`src/hdl/awgn_pkg.sv`:
```
// Package for the AWGN channel noise adder: word types, register indexes,
// generator constants and the back-end state type. No dependencies.
package awgn_pkg;

    localparam int SAMPLE_W   = 16;
    localparam int LCG_W      = 16;
    localparam int CFG_W      = 16;
    localparam int CFG_ADDR_W = 2;
    localparam int CFG_DATA_W = 32;

    // Register indexes on the configuration port
    localparam logic [CFG_ADDR_W-1:0] CFG_IDX_SIGMA = 2'd0;
    localparam logic [CFG_ADDR_W-1:0] CFG_IDX_MEAN  = 2'd1;

    localparam logic [CFG_W-1:0] SIGMA_RESET = 16'd4096;
    localparam logic [CFG_W-1:0] MEAN_RESET  = 16'd0;

    // x' = x * 2053 + 13849 mod 2^16
    localparam logic [LCG_W-1:0] LCG_MUL = 16'd2053;
    localparam logic [LCG_W-1:0] LCG_ADD = 16'd13849;

    typedef struct packed {
        logic signed [SAMPLE_W-1:0] tx_sample;
        logic                       frame_start;
        logic        [LCG_W-1:0]    frame_seed;
    } in_word_t;

    typedef struct packed {
        logic signed [SAMPLE_W-1:0] noisy_sample;
        logic                       clipped;
    } out_word_t;

    typedef enum logic {
        OP_CONTINUE = 1'b0,
        OP_RELOAD   = 1'b1
    } cmd_op_t;

    typedef struct packed {
        cmd_op_t                    op;
        logic        [LCG_W-1:0]    seed;
        logic signed [SAMPLE_W-1:0] sample;
    } cmd_t;

    typedef enum logic [1:0] {
        ST_IDLE,
        ST_RUN,
        ST_MUL,
        ST_ADD
    } back_state_t;

endpackage

```
`src/hdl/awgn_channel_noise_adder_top.sv`:
```
// Top level of the AWGN channel noise adder: configuration registers,
// front-end queue and back-end noise datapath. Depends on awgn_pkg,
// awgn_front and awgn_back.
//
// Each input word gets one Gaussian-like noise value added: a 16-bit LCG
// (x' = x*2053 + 13849 mod 2^16) is stepped UNIFORM_COUNT times, the values
// are summed and centred, scaled by noise_sigma / 2^16 (round half up),
// offset by noise_mean, added to tx_sample and saturated to 16 bits, with
// clipped set when saturation happened. frame_start reloads the generator
// from frame_seed before that word. The back end runs one LCG step per
// cycle through a single constant multiplier, forms the product in ST_MUL,
// then adds, saturates and loads the output register in ST_ADD; it takes no
// new word until the result is loaded. A two-word queue in front and an
// output register behind let the input and result sides stall
// independently. Register 0 is noise_sigma (unsigned Q4.12, reset
// 4096), register 1 is noise_mean (signed Q4.12, reset 0); only the low 16
// bits of cfg_data are kept and other indexes are ignored. Write registers
// only while no word is in flight. The generator resets to zero.
module awgn_channel_noise_adder_top import awgn_pkg::*; #(
    parameter int UNIFORM_COUNT = 12
) (
    input  logic                  aclk,
    input  logic                  aresetn,
    // input word channel
    input  logic                  s_valid,
    output logic                  s_ready,
    input  in_word_t              s_data,
    // result word channel
    output logic                  m_valid,
    input  logic                  m_ready,
    output out_word_t             m_data,
    // configuration write channel
    input  logic                  cfg_valid,
    output logic                  cfg_ready,
    input  logic [CFG_ADDR_W-1:0] cfg_index,
    input  logic [CFG_DATA_W-1:0] cfg_data
);

    logic        [CFG_W-1:0] sigma_reg, sigma_next;
    logic signed [CFG_W-1:0] mean_reg, mean_next;

    logic q_valid;
    logic q_ready;
    cmd_t q_cmd;

    // Writes are always accepted
    assign cfg_ready = 1'b1;

    always_comb begin
        sigma_next = sigma_reg;
        mean_next  = mean_reg;
        if (cfg_valid) begin
            unique case (cfg_index)
                CFG_IDX_SIGMA: sigma_next = cfg_data[CFG_W-1:0];
                CFG_IDX_MEAN:  mean_next  = cfg_data[CFG_W-1:0];
                default: ;  // unmapped index, dropped
            endcase
        end
    end

    always_ff @(posedge aclk) begin
        if (!aresetn) begin
            sigma_reg <= SIGMA_RESET;
            mean_reg  <= MEAN_RESET;
        end else begin
            sigma_reg <= sigma_next;
            mean_reg  <= mean_next;
        end
    end

    // Front: accept and classify, buffer two words
    awgn_front u_front (
        .aclk    (aclk),
        .aresetn (aresetn),
        .s_valid (s_valid),
        .s_ready (s_ready),
        .s_data  (s_data),
        .q_valid (q_valid),
        .q_ready (q_ready),
        .q_cmd   (q_cmd)
    );

    // Back: generator, scaling, saturation, result register
    awgn_back #(
        .UNIFORM_COUNT (UNIFORM_COUNT)
    ) u_back (
        .aclk        (aclk),
        .aresetn     (aresetn),
        .q_valid     (q_valid),
        .q_ready     (q_ready),
        .q_cmd       (q_cmd),
        .noise_sigma (sigma_reg),
        .noise_mean  (mean_reg),
        .m_valid     (m_valid),
        .m_ready     (m_ready),
        .m_data      (m_data)
    );

endmodule

```
`src/hdl/awgn_front.sv`:
```
// Front end: accepts input words, classifies them as reload or continue
// and holds them in a two-entry queue. Depends on awgn_pkg.
module awgn_front import awgn_pkg::*; (
    input  logic     aclk,
    input  logic     aresetn,
    input  logic     s_valid,
    output logic     s_ready,
    input  in_word_t s_data,
    output logic     q_valid,
    input  logic     q_ready,
    output cmd_t     q_cmd
);

    cmd_t       q_mem_reg [2];
    logic       wr_ptr_reg, wr_ptr_next;
    logic       rd_ptr_reg, rd_ptr_next;
    logic [1:0] cnt_reg, cnt_next;
    logic       push, pop;
    cmd_t       cmd_in;

    assign s_ready = (cnt_reg != 2'd2);
    assign q_valid = (cnt_reg != 2'd0);
    assign q_cmd   = q_mem_reg[rd_ptr_reg];
    assign push    = s_valid && s_ready;
    assign pop     = q_valid && q_ready;

    always_comb begin
        cmd_in.op     = s_data.frame_start ? OP_RELOAD : OP_CONTINUE;
        cmd_in.seed   = s_data.frame_seed;
        cmd_in.sample = s_data.tx_sample;
        wr_ptr_next   = push ? ~wr_ptr_reg : wr_ptr_reg;
        rd_ptr_next   = pop ? ~rd_ptr_reg : rd_ptr_reg;
        cnt_next      = cnt_reg + 2'(push) - 2'(pop);
    end

    always_ff @(posedge aclk) begin
        if (!aresetn) begin
            wr_ptr_reg <= 1'b0;
            rd_ptr_reg <= 1'b0;
            cnt_reg    <= 2'd0;
        end else begin
            wr_ptr_reg <= wr_ptr_next;
            rd_ptr_reg <= rd_ptr_next;
            cnt_reg    <= cnt_next;
        end
    end

    always_ff @(posedge aclk) begin
        if (push) begin
            q_mem_reg[wr_ptr_reg] <= cmd_in;
        end
    end

`ifndef SYNTHESIS
    a_fill_level: assert property (@(posedge aclk) disable iff (!aresetn)
        (cnt_reg == 2'd0) || (cnt_reg == 2'd1) || (cnt_reg == 2'd2))
        else $error("front queue level out of range");

    a_ptr_gap: assert property (@(posedge aclk) disable iff (!aresetn)
        (cnt_reg == 2'd1) |-> (wr_ptr_reg != rd_ptr_reg))
        else $error("front queue pointers disagree with level");
`endif

endmodule

```
`src/hdl/awgn_back.sv`:
```
// Back end: steps the LCG once a cycle, sums the uniforms, scales by sigma,
// adds mean and sample, saturates and holds the result word. Depends on awgn_pkg.
module awgn_back import awgn_pkg::*; #(
    parameter int UNIFORM_COUNT = 12
) (
    input  logic                     aclk,
    input  logic                     aresetn,
    input  logic                     q_valid,
    output logic                     q_ready,
    input  cmd_t                     q_cmd,
    input  logic        [CFG_W-1:0]  noise_sigma,
    input  logic signed [CFG_W-1:0]  noise_mean,
    output logic                     m_valid,
    input  logic                     m_ready,
    output out_word_t                m_data
);

    localparam int SUM_W  = LCG_W + $clog2(UNIFORM_COUNT);
    localparam int CNT_W  = (UNIFORM_COUNT > 1) ? $clog2(UNIFORM_COUNT) : 1;
    localparam int PROD_W = SUM_W + 1 + CFG_W + 1;
    localparam int NZ_W   = PROD_W - 16;
    localparam int TOT_W  = SUM_W + 4;

    localparam logic [CNT_W-1:0]         CNT_LAST = CNT_W'(UNIFORM_COUNT - 1);
    localparam logic signed [SUM_W:0]    CENTER   = (SUM_W+1)'(UNIFORM_COUNT * 32768);
    localparam logic signed [PROD_W-1:0] ROUND    = PROD_W'(32768);
    localparam logic signed [TOT_W-1:0]  SAT_HI   = TOT_W'((1 << (SAMPLE_W - 1)) - 1);
    localparam logic signed [TOT_W-1:0]  SAT_LO   = -SAT_HI - TOT_W'(1);

    back_state_t                state_reg, state_next;
    logic        [LCG_W-1:0]    lcg_reg, lcg_next;
    logic        [SUM_W-1:0]    sum_reg, sum_next;
    logic        [CNT_W-1:0]    cnt_reg, cnt_next;
    logic signed [SAMPLE_W-1:0] sample_reg, sample_next;
    logic signed [PROD_W-1:0]   prod_reg, prod_next;
    logic                       out_valid_reg, out_valid_next;
    out_word_t                  out_data_reg, out_data_next;

    logic        [LCG_W-1:0]    lcg_step;
    logic signed [SUM_W:0]      centred;
    logic signed [PROD_W-1:0]   rounded;
    logic signed [NZ_W-1:0]     noise;
    logic signed [TOT_W-1:0]    total;

    assign m_valid  = out_valid_reg;
    assign m_data   = out_data_reg;
    assign lcg_step = lcg_reg * LCG_MUL + LCG_ADD;
    assign centred  = $signed({1'b0, sum_reg}) - CENTER;
    assign rounded  = prod_reg + ROUND;
    assign noise    = rounded[PROD_W-1:16];   // floor divide by 2^16
    assign total    = TOT_W'(sample_reg) + TOT_W'(noise_mean) + TOT_W'(noise);

    always_ff @(posedge aclk) begin
        if (!aresetn) begin
            state_reg     <= ST_IDLE;
            lcg_reg       <= '0;
            out_valid_reg <= 1'b0;
        end else begin
            state_reg     <= state_next;
            lcg_reg       <= lcg_next;
            out_valid_reg <= out_valid_next;
        end
    end

    always_ff @(posedge aclk) begin
        sum_reg      <= sum_next;
        cnt_reg      <= cnt_next;
        sample_reg   <= sample_next;
        prod_reg     <= prod_next;
        out_data_reg <= out_data_next;
    end

    always_comb begin
        state_next     = state_reg;
        lcg_next       = lcg_reg;
        sum_next       = sum_reg;
        cnt_next       = cnt_reg;
        sample_next    = sample_reg;
        prod_next      = prod_reg;
        out_valid_next = out_valid_reg && !m_ready;
        out_data_next  = out_data_reg;
        q_ready        = 1'b0;
        unique case (state_reg)
            ST_IDLE: begin
                q_ready = 1'b1;
                if (q_valid) begin
                    lcg_next    = (q_cmd.op == OP_RELOAD) ? q_cmd.seed : lcg_reg;
                    sample_next = q_cmd.sample;
                    sum_next    = '0;
                    cnt_next    = '0;
                    state_next  = ST_RUN;
                end
            end
            ST_RUN: begin
                lcg_next = lcg_step;
                sum_next = sum_reg + SUM_W'(lcg_step);
                cnt_next = cnt_reg + CNT_W'(1);
                if (cnt_reg == CNT_LAST) begin
                    state_next = ST_MUL;
                end
            end
            ST_MUL: begin
                prod_next  = PROD_W'(centred) * PROD_W'($signed({1'b0, noise_sigma}));
                state_next = ST_ADD;
            end
            ST_ADD: begin
                if (!out_valid_reg || m_ready) begin
                    out_valid_next = 1'b1;
                    priority if (total > SAT_HI) begin
                        out_data_next.noisy_sample = SAT_HI[SAMPLE_W-1:0];
                        out_data_next.clipped      = 1'b1;
                    end else if (total < SAT_LO) begin
                        out_data_next.noisy_sample = SAT_LO[SAMPLE_W-1:0];
                        out_data_next.clipped      = 1'b1;
                    end else begin
                        out_data_next.noisy_sample = total[SAMPLE_W-1:0];
                        out_data_next.clipped      = 1'b0;
                    end
                    state_next = ST_IDLE;
                end
            end
            default: state_next = ST_IDLE;
        endcase
    end

`ifndef SYNTHESIS
    a_step_bound: assert property (@(posedge aclk) disable iff (!aresetn)
        (state_reg == ST_RUN) |-> (cnt_reg <= CNT_LAST))
        else $error("generator step count overran");

    a_result_loaded: assert property (@(posedge aclk) disable iff (!aresetn)
        (state_reg == ST_ADD && (!out_valid_reg || m_ready)) |=> m_valid)
        else $error("finished result not presented");
`endif

endmodule
```
`config.mk`:
```
export PLATFORM = sky130hd
export DESIGN_NAME = awgn_channel_noise_adder_top
export DESIGN_NICKNAME = d
export VERILOG_FILES = /design/src/hdl/awgn_pkg.sv /design/src/hdl/awgn_channel_noise_adder_top.sv /design/src/hdl/awgn_front.sv /design/src/hdl/awgn_back.sv
export SDC_FILE = /design/constraint.sdc
export NUM_CORES = 1
export LEC_CHECK = 0
export ABC_AREA = 0
export ABC_CLOCK_PERIOD_IN_PS = 7550
export CORE_ASPECT_RATIO = 2
export CORE_UTILIZATION = 45
export CTS_CLUSTER_DIAMETER = 80
export DETAILED_ROUTE_END_ITERATION = 10
export DONT_BUFFER_PORTS = 1
export PLACE_DENSITY = 0.62
export SYNTH_ARGS = -nofsm -noshare
export SYNTH_HDL_FRONTEND = slang
export SYNTH_SLANG_ARGS = --single-unit
```
`constraint.sdc`:
```
create_clock -name aclk -period 7.55 [get_ports aclk]
set_input_delay 1.51 -clock aclk [delete_from_list [all_inputs] [get_ports aclk]]
set_output_delay 1.51 -clock aclk [all_outputs]
set_load 0.005 [all_outputs]
```
## After elaboration in Yosys (flattened, before gate mapping)

Memories as Yosys holds them, arrays and structs flattened. A register that Yosys moved wholly into a read port is not among the register bits.
Cells that the tools add are included.

| word-level totals | value |
|---|---|
| flip-flop bits (word level) | 150 |
| RAM bits | 66 |
| bits of input ports | 72 |
| logic and storage cells | 77 |
| memories kept | 1 |

| operators by class | value |
|---|---|
| add/subtract/negate cells | 9 |
| $mul | 2 |
| $lt $le $gt $ge | 2 |
| eq/ne operators | 10 |
| mux-type cells | 20 |
| bitwise operators | 2 |
| reduce and logical (&&, ||, !) cells | 17 |

Memory list:

| name | words | width | read ports | clocked after memory_dff | wr ports | RTL line | source |
|---|---|---|---|---|---|---|---|
| u_front.q_mem_reg | 2 | 33 | 1 | 1 | 1 | awgn_front.sv:14 | `cmd_t q_mem_reg [2];` |

Operators with widths:

| operator | number |
|---|---|
| $pmux W20 S2 | 1 |
| $add A38 B17 Y38 const B | 1 |
| $mul A21 B17 Y38 | 1 |
| $mux W16 | 2 |
| $pmux W16 S2 | 1 |
| $gt A24 B16 Y1 const B | 1 |
| $lt A24 B16 Y1 const B | 1 |
| $add A17 B22 Y23 | 1 |
| $sub A20 B19 Y21 const B | 1 |
| $add A20 B16 Y20 | 1 |
| $mux W20 | 1 |
| $add A16 B16 Y17 | 1 |
| $mux W17 | 1 |
| $add A16 B14 Y16 const B | 1 |
| $mul A16 B12 Y16 const B | 1 |
| $reduce_and A2 Y1 | 5 |
| $mux W1 | 8 |
| $pmux W2 S4 | 1 |
| $pmux W4 S2 | 1 |
| $mux W2 | 3 |
| $ne A2 B2 Y1 const B | 3 |
| $reduce_and A3 Y1 | 2 |
| $add A4 B1 Y4 const B | 1 |
| $eq A2 B1 Y1 const B | 2 |
| 12 further kinds | 20 |

## Longest topological paths before layout

Gate-level depths: netlist of run 1.

| logic depth | value |
|---|---|
| depth in word-level cells | 5 |
| depth in mapped cells | 25 |

## By module

Synthesis of run 1 repeated with hierarchy kept, for this count alone.

| second synthesis, totals | value |
|---|---|
| cells, all modules | 2332 |
| area, all modules | 23632.7 um2 |

By module, submodules not included:

| module | instances | cells an instance | area an instance (um2) | seq. area each (um2) |
|---|---|---|---|---|
| awgn_back | 1 | 2078 | 19603.8 | 2782.7 |
| awgn_front | 1 | 127 | 2772.7 | 2082.0 |
| awgn_channel_noise_adder_top | 1 | 127 | 1256.2 | 640.6 |

## Worst setup path before layout of run 1

Ideal clock, no wire load.

| path | value |
|---|---|
| kind | register to register |
| start | reg u_back.sum_reg[17] |
| end | reg u_back.prod_reg[36] (data pin) |
| library setup time | 0.260 ns |
| arrival time | 6.618 ns |
| data required time | 7.290 ns |
| setup slack | 0.672 ns |
| stages on the path, launching flop included | 25 |
| period minus slack after synthesis | 6.878 ns |
| path through | edfxtp_1 clkbuf_1 a21oi_1 clkbuf_1 nand2_1 fa_1 inv_1 fa_1 clkbuf_1 xnor2_1 xnor2_1 fa_1 fa_1 inv_1 fa_1 inv_1 ha_1 inv_1 nor2_1 o2bb2ai_1 o21a_1 a211oi_2 a211oi_1 nor3_1 xnor2_1 |

| on the way | value |
|---|---|
| word-level cells in the longest chain between the ends | 2 |

Ends and longest elaborated chain:

| item | RTL line | source |
|---|---|---|
| from (decl) | awgn_back.sv:32 | `logic [SUM_W-1:0] sum_reg, sum_next;` |
| from (signal assigned) | awgn_back.sv:66 | `sum_reg <= sum_next;` |
| $sub A20 B19 Y21 | awgn_back.sv:48 | `assign centred = $signed({1'b0, sum_reg}) - CENTER;` |
| $mul A21 B17 Y38 | awgn_back.sv:103 | `prod_next = PROD_W'(centred) * PROD_W'($signed({1'b0, noise_sigma}));` |
| to (signal assigned) | awgn_back.sv:69 | `prod_reg <= prod_next;` |
| to (decl) | awgn_back.sv:35 | `logic signed [PROD_W-1:0] prod_reg, prod_next;` |

Every way passes these cells.
A chain may end at the register's enable or synchronous reset.

## Final worst setup path of run 1

| path | value |
|---|---|
| start | reg sigma_reg[4] |
| end | reg u_back.prod_reg[28] (data pin) |

| on the way | value |
|---|---|
| word-level cells in the longest chain between the ends | 1 |

Ends and longest elaborated chain:

| item | RTL line | source |
|---|---|---|
| from (decl) | awgn_channel_noise_adder_top.sv:39 | `logic [CFG_W-1:0] sigma_reg, sigma_next;` |
| from (signal assigned) | awgn_channel_noise_adder_top.sv:66 | `sigma_reg <= sigma_next;` |
| $mul A21 B17 Y38 | awgn_back.sv:103 |  |

Every way passes these cells.

==> results of run 1 <==
==> routing by layer <==
metal	share of wire (%)	wire length [um]	global-route usage [%]	vias to the layer above
met5	0	0	0	-
met2	57	31100	43.2	306
met3	2.5	1350	2.03	181
li1	-	-	-	7406
met1	33	17900	20.9	7994
met4	7.0	3810	14.0	0
==> placed cells by master, fill, tap and decap left out, types with 5 or more instances in the layout <==
master / instances
a21o_1: 24
fa_1: 359
nor2_1: 82
o21ai_0: 30
xnor2_1: 72
nand2_1: 316
mux2_2: 16
clkbuf_16: 20
ha_1: 186
a21boi_0: 17
nand2b_1: 16
mux2i_1: 26
o211ai_1: 9
o31ai_1: 5
a211o_1: 6
and3_1: 15
and2_1: 131
inv_1: 534
o21bai_1: 10
maj3_1: 6
dfxtp_1: 55
edfxtp_1: 146
o21a_1: 13
a211oi_1: 9
a31oi_1: 5
nor2b_1: 9
xor2_1: 33
a21oi_1: 62
buf_4: 54
nor3_1: 21
nand3_1: 22
o21ai_1: 13
==> metrics by stage <==
step	hold slack, ns	util [%]	setup WS (ns)	cells	power [mW]
CTS	0.458	49.0	0.397	3058	11.2
global placement	0.443	47.6	0.485	3022	9.83
floorplan	0.436	-	0.672	2400	8.06
detailed placement	0.449	47.6	0.434	3022	10.0
finish	0.459	49.0	0.442	3058	11.0
global route	0.485	49.0	0.141	3058	12.2
==> cell type report <==
| cell class | instances | area [sq um] | share of cell area, % |
|---|---|---|---|
| clock buffer | 22 | 508 | 2.03 |
| clock inverter | 14 | 200 | 0.799 |
| timing repair buffer | 55 | 425 | 1.70 |
| inverter | 534 | 2000 | 8.00 |
| multi-input combinational | 1577 | 15600 | 62.2 |
| sequential | 202 | 5510 | 22.0 |
| tap | 654 | 818 | 3.27 |
==> what timing repair did <==
action                                  4_1_cts  5_1_grt
hold buffers                                  0        0
endpoints found under the setup margin        0        3
gates resized for setup                       0        1
==> power by group <==
group	switching (mW)	total, mW	leakage, nW	internal, mW
clock network	0.456	1.09	0.345	0.633
logic	4.60	7.80	9.71	3.20
registers	0.320	2.11	1.83	1.79
==> worst min-delay path by stage <==
| stage | cells past startpoint | from | end |
|---|---|---|---|
| floorplan | 2 | mean_reg[0] | mean_reg[0] |
| global placement | 2 | mean_reg[5] | mean_reg[5] |
| detailed placement | 2 | mean_reg[0] | mean_reg[0] |
| CTS | 2 | mean_reg[12] | mean_reg[12] |
| global route | 2 | mean_reg[4] | mean_reg[4] |
| finish | 2 | mean_reg[12] | mean_reg[12] |
==> tightest hold or removal path, delay by kind of cell (launching register included) <==
family             cells  cell delay, ns
DFF                    1            0.31
and+or+nand+nor        1            0.05
AOI/OAI and AO/OA      1            0.05
==> cells by family after synthesis <==
kind of cell	synth area share (%)
AO/OA/AOI/OAI	7.14
XOR/XNOR	3.96
adder cells (fa/ha/maj)	40.9
buffers and inverters	10.0
flip-flops	23.5
multiplexers	1.88
other	0.0160
AND/OR/NAND/NOR	12.6
==> qor.txt, run 1 <==
CP Capture Type: register
Worst setup path start: sigma_reg[4]
WP data arrival: 7.44 ns
Peak VDD IR: 0.375 mV
Die footprint: 53,000 sq um
Syn Nets: 3,017
Top cell type's share of synthesized area: 30.7%
Delay of the slowest cell on the worst path: 0.67 ns
Main flop type after synthesis: edfxtp_1
Top Ports: 92
DRT iter0 DRCs: 535
DIE HEIGHT: 325 um
Worst Skew: 0.0276 ns
Initial antenna violation count: 0
Row count: 117
CP cell instances: buf_4 -> nand2_1 -> fa_1 -> fa_1 -> fa_1 -> inv_1 -> fa_1 -> fa_1 -> inv_1 -> fa_1 -> inv_1 -> ha_1 -> and4_1 -> a221oi_1 -> a21boi_0 -> o21ai_0 -> a21boi_0 -> or4b_2 -> o311ai_0
Die Span X: 163 um
Number of diodes: 0
Input/output buffers: 0
Vias per std cell: 5.20
Cell count along the critical path: 19
TNS Setup: 0 ns
Total CTS buffers: 20
Vias in the first global route: 17,742
Seq cells post-synth: 202
Max FO, Critical Path: 13
Sequential fraction of the synthesis area: 23.5%
First-pass GRT wire length: 89,300 um
Synth unique cells: 74
Pwr Density: 439 nW/um^2
Post-route cell area: 25,100 sq um
Worst path required time: 7.88 ns
CTS tree: yes
Number of synthesized flops with an enable pin: 146
GRT Total Usage: 21.9%
HPWL Detailed: 45,400 um
Final hold viol count: 0
F_max: 141 MHz
Mapped Area: 23,400 sq um
Area delta synth->final: 6.97%
H-tree depth: 1
CTS max path bufs: 3
DRC: 0
Synth Instances: 2,400
Crit path capture: u_back.prod_reg[28]
CP top delay family: adder cells
Max Cap Violations: 0
Antenna Violating Nets Remaining: 0
Status: completed
Routed WL per cell: 17.7 um
Hold Path Class: reg -> reg
Final setup fails: 0
CTS clk-pin slew, worst paths: 0.07 ns
Drt first pass iters: 4
R2R setup slack: 0.44 ns
Commonest cells post-synth: inv_1 (534), fa_1 (359), nand2_1 (316)
Overflow after GRT: 0
RSZ-0062 raised after global routing: false
Area contributors post-synth: fa_1 (31%), edfxtp_1 (19%), ha_1 (9.9%)
Max reg flops: 66
Normalized max-slew margin: 28.2%
Reg2reg end: u_back.prod_reg[28]
Buf/Inv on CP: 4
DP Area: 24,300 sq um
Fraction of registers with async set/reset: 0%
Setup Crit Path Kind: reg -> reg
Worst-Margin Slew: 1.07 ns
Critical Path Most Common Cell: fa_1
Clk sink count: 202
Post-CTS setup repair buffer count: 0
Final min period: 7.11 ns
CP max-delay cell: dfxtp_1
Total Wirelength: 54,200 um
Leak: 11.9 nW
CORE AREA: 51,100 sq um
Syn_area_per_cell: 9.76 sq um
Startpoint types: register
Register-to-Register Path Depth: 19
Number of fillers in the final layout: 4,717
Initial Util: 45.8%
Layout cells sized above 1: 5.28%
Vias post-DR: 15,887
R2r startpoint: sigma_reg[4]
Count leader, synth: inv_1
Yosys warning count: 0
Clock Latency Late Sink: 0.54 ns
Final period util: 94.1%
Max Slew Vio Count: 0
Largest area contributor in the netlist: fa_1
Root Driver: clkbuf_16
Largest net degree at the start of global routing: 39
RePlAce Congestion: 0.910
Final #Nets: 3,007
Power figures use the tool's default switching activity.
==> inputs of run 2 (changes only) <==
--- a/config.mk
+++ b/config.mk
@@ -7,12 +7,15 @@
 export LEC_CHECK = 0
 export ABC_AREA = 0
 export ABC_CLOCK_PERIOD_IN_PS = 7550
+export CELL_PAD_IN_SITES_DETAIL_PLACEMENT = 1
+export CELL_PAD_IN_SITES_GLOBAL_PLACEMENT = 1
 export CORE_ASPECT_RATIO = 2
 export CORE_UTILIZATION = 45
 export CTS_CLUSTER_DIAMETER = 80
 export DETAILED_ROUTE_END_ITERATION = 10
 export DONT_BUFFER_PORTS = 1
-export PLACE_DENSITY = 0.62
+export MAX_ROUTING_LAYER = met4
+export PLACE_DENSITY = 0.74
 export SYNTH_ARGS = -nofsm -noshare
 export SYNTH_HDL_FRONTEND = slang
 export SYNTH_SLANG_ARGS = --single-unit
==> run 2 against run 1 <==
Critical endpoint unchanged. Die area unchanged. Total power up 4.4%. Sequential cell count unchanged. Core utilization up 0.18 points. Cell area up 0.37%. Largest cell class unchanged. Non-clock buffer count up 11.
==> qor.txt, run 2 (synthesized netlist as in run 1, its figures left out) <==
Status: completed
Total CTS buffers: 21 (+5.0%)
Final hold viol count: 0 (unchanged)
Worst path required time: 7.89 ns (about the same)
Max Slew Vio Count: 0 (unchanged)
Final period util: 94.9% (+0.75 points)
DRT iter0 DRCs: 549 (+2.6%)
Most frequent cells in the layout: inv_1 (534), fa_1 (359), nand2_1 (316)
Antenna Violating Nets Remaining: 0 (unchanged)
Total Wirelength: 63,300 um (+17%)
Final min period: 7.16 ns (+0.0563 ns)
Worst-Margin Slew: 1.16 ns (+0.0932 ns)
HPWL Detailed: 53,200 um (+17%)
Die Span X: 163 um (unchanged)
DRC: 0 (unchanged)
CP Capture Type: register
Clk sink count: 202 (unchanged)
Pwr Density: 457 nW/um^2 (+4.0%)
Most common cell after layout, fill and taps aside: inv_1
Root Driver: clkbuf_16
CORE AREA: 51,100 sq um (unchanged)
Fin Hold WS: 0.463 ns (+0.00405 ns)
Leak: 11.9 nW (+0.51%)
Vias post-DR: 16,512 (+3.9%)
Startpoint types: register
CP cell instances: buf_4 -> nand2_1 -> fa_1 -> fa_1 -> fa_1 -> inv_1 -> fa_1 -> fa_1 -> inv_1 -> fa_1 -> inv_1 -> ha_1 -> and3_1 -> a221oi_1 -> o21ai_1 -> o2111ai_1 -> a21boi_0 -> o21ai_0 -> a21boi_0 -> or4b_2 -> o311ai_0
Max FO, Critical Path: 9 (-4)
Routed WL per cell: 20.6 um (+16%)
Die footprint: 53,000 sq um (unchanged)
Largest net degree at the start of global routing: 36 (-7.7%)
Worst Skew: 0.0139 ns (-0.0138 ns)
Final setup fails: 0 (unchanged)
CTS clk-pin slew, worst paths: 0.07 ns (about the same)
Number of fillers in the final layout: 5,693 (+21%)
Peak VDD IR: 0.351 mV (-6.5%)
WP data arrival: 7.50 ns (+0.06 ns)
First-pass GRT wire length: 102,000 um (+14%)
Critical Path Most Common Cell: fa_1
Area delta synth->final: 7.37%
Register-to-Register Path Depth: 21 (+2)
Vias in the first global route: 19,649 (+11%)
Initial antenna violation count: 0 (unchanged)
Final #Nets: 3,019 (+0.40%)
Hold Path Class: reg -> reg
Top Ports: 92 (unchanged)
F_max: 140 MHz (-0.79%)
Setup Crit Path Kind: reg -> reg
RePlAce Congestion: 0.916 (+0.67%)
Layout cells sized above 1: 5.67% (+0.39 points)
CTS max path bufs: 3 (unchanged)
Drt first pass iters: 4 (unchanged)
TNS Setup: 0 ns (unchanged)
Normalized max-slew margin: 22.3% (-5.9 points)
CP max-delay cell: dfxtp_1
Initial Util: 45.8% (unchanged)
Post-CTS setup repair buffer count: 0 (unchanged)
Input/output buffers: 0 (unchanged)
Hold path depth: 2 (unchanged)
Post-CTS resize count: 0 (unchanged)
CTS tree: yes
Row count: 117 (unchanged)
Max reg flops: 66 (unchanged)
Clock Latency Late Sink: 0.54 ns (about the same)
Vias per std cell: 5.38 (+3.5%)
Max Cap Violations: 0 (unchanged)
GRT Total Usage: 26.2% (+4.3 points)
H-tree depth: 1 (unchanged)
Post-CTS Hold Fix Bufs: 0 (unchanged)
DIE HEIGHT: 325 um (unchanged)
Overflow after GRT: 0 (unchanged)
Delay of the slowest cell on the worst path: 0.65 ns (-0.02 ns)
RSZ-0062 raised after global routing: false
-- run 2: worst max-delay path, delay by kind of cell (launching register included) --
family	cells	cell delay (ns)
simple gates	3	0.93
flops	1	0.65
fa+ha+maj	7	3.17
buf+inv	4	0.45
compound gates	7	1.76
-- run 2: worst paths after layout --
check | from | slack [ns] | endpoint
min | mean_reg[6] | 0.46 | mean_reg[6]
max reg2reg | sigma_reg[4] | 0.39 | u_back.prod_reg[28]
max | sigma_reg[4] | 0.39 | u_back.prod_reg[28]
min reg2reg | mean_reg[6] | 0.46 | mean_reg[6]
-- run 2: layout make-up --
type | count | area (sq um) | area share [%]
Timing Repair Buffer | 66 | 495 | 1.97
Clock inverter | 9 | 136 | 0.542
Antenna cell | 1 | 2.50 | 0.00995
Tap cell | 654 | 818 | 3.25
Clock buffer | 28 | 603 | 2.40
Multi-Input combinational cell | 1577 | 15600 | 62.0
Inverter | 534 | 2000 | 7.97
Sequential cell | 202 | 5510 | 21.9
-- run 2: per-layer routing --
metal  share of wire, %  GRT usage, %  vias up  routed length [um]
li1                   -             -     7428                   -
met1                 31          23.0     8504               19800
met2                 58          50.9      337               37000
met3                2.3          2.20      243                1440
met4                8.0          17.7        0                5070
met5                  0             -        -                   0
-- run 2: where the power goes --
group	leakage [nW]	switching, mW	internal, mW
clock network	0.356	0.476	0.669
logic	9.76	4.91	3.28
registers	1.83	0.357	1.79
total	11.9	5.74	5.74
-- run 2: through the flow --
stage | worst slack [ns] | power (mW) | util [%] | std cells | cell area, sq um
6_report | 0.386 | 11.5 | 49.2 | 3071 | 25100
5_1_grt | 0.0844 | 12.7 | 49.2 | 3070 | 25100
4_1_cts | 0.382 | 11.6 | 49.2 | 3070 | 25100
3_5_place_dp | 0.399 | 10.4 | 47.8 | 3033 | 24400
3_3_place_gp | 0.583 | 9.96 | 47.8 | 3033 | 24400
2_1_floorplan | 0.672 | 8.06 | - | 2400 | 23400
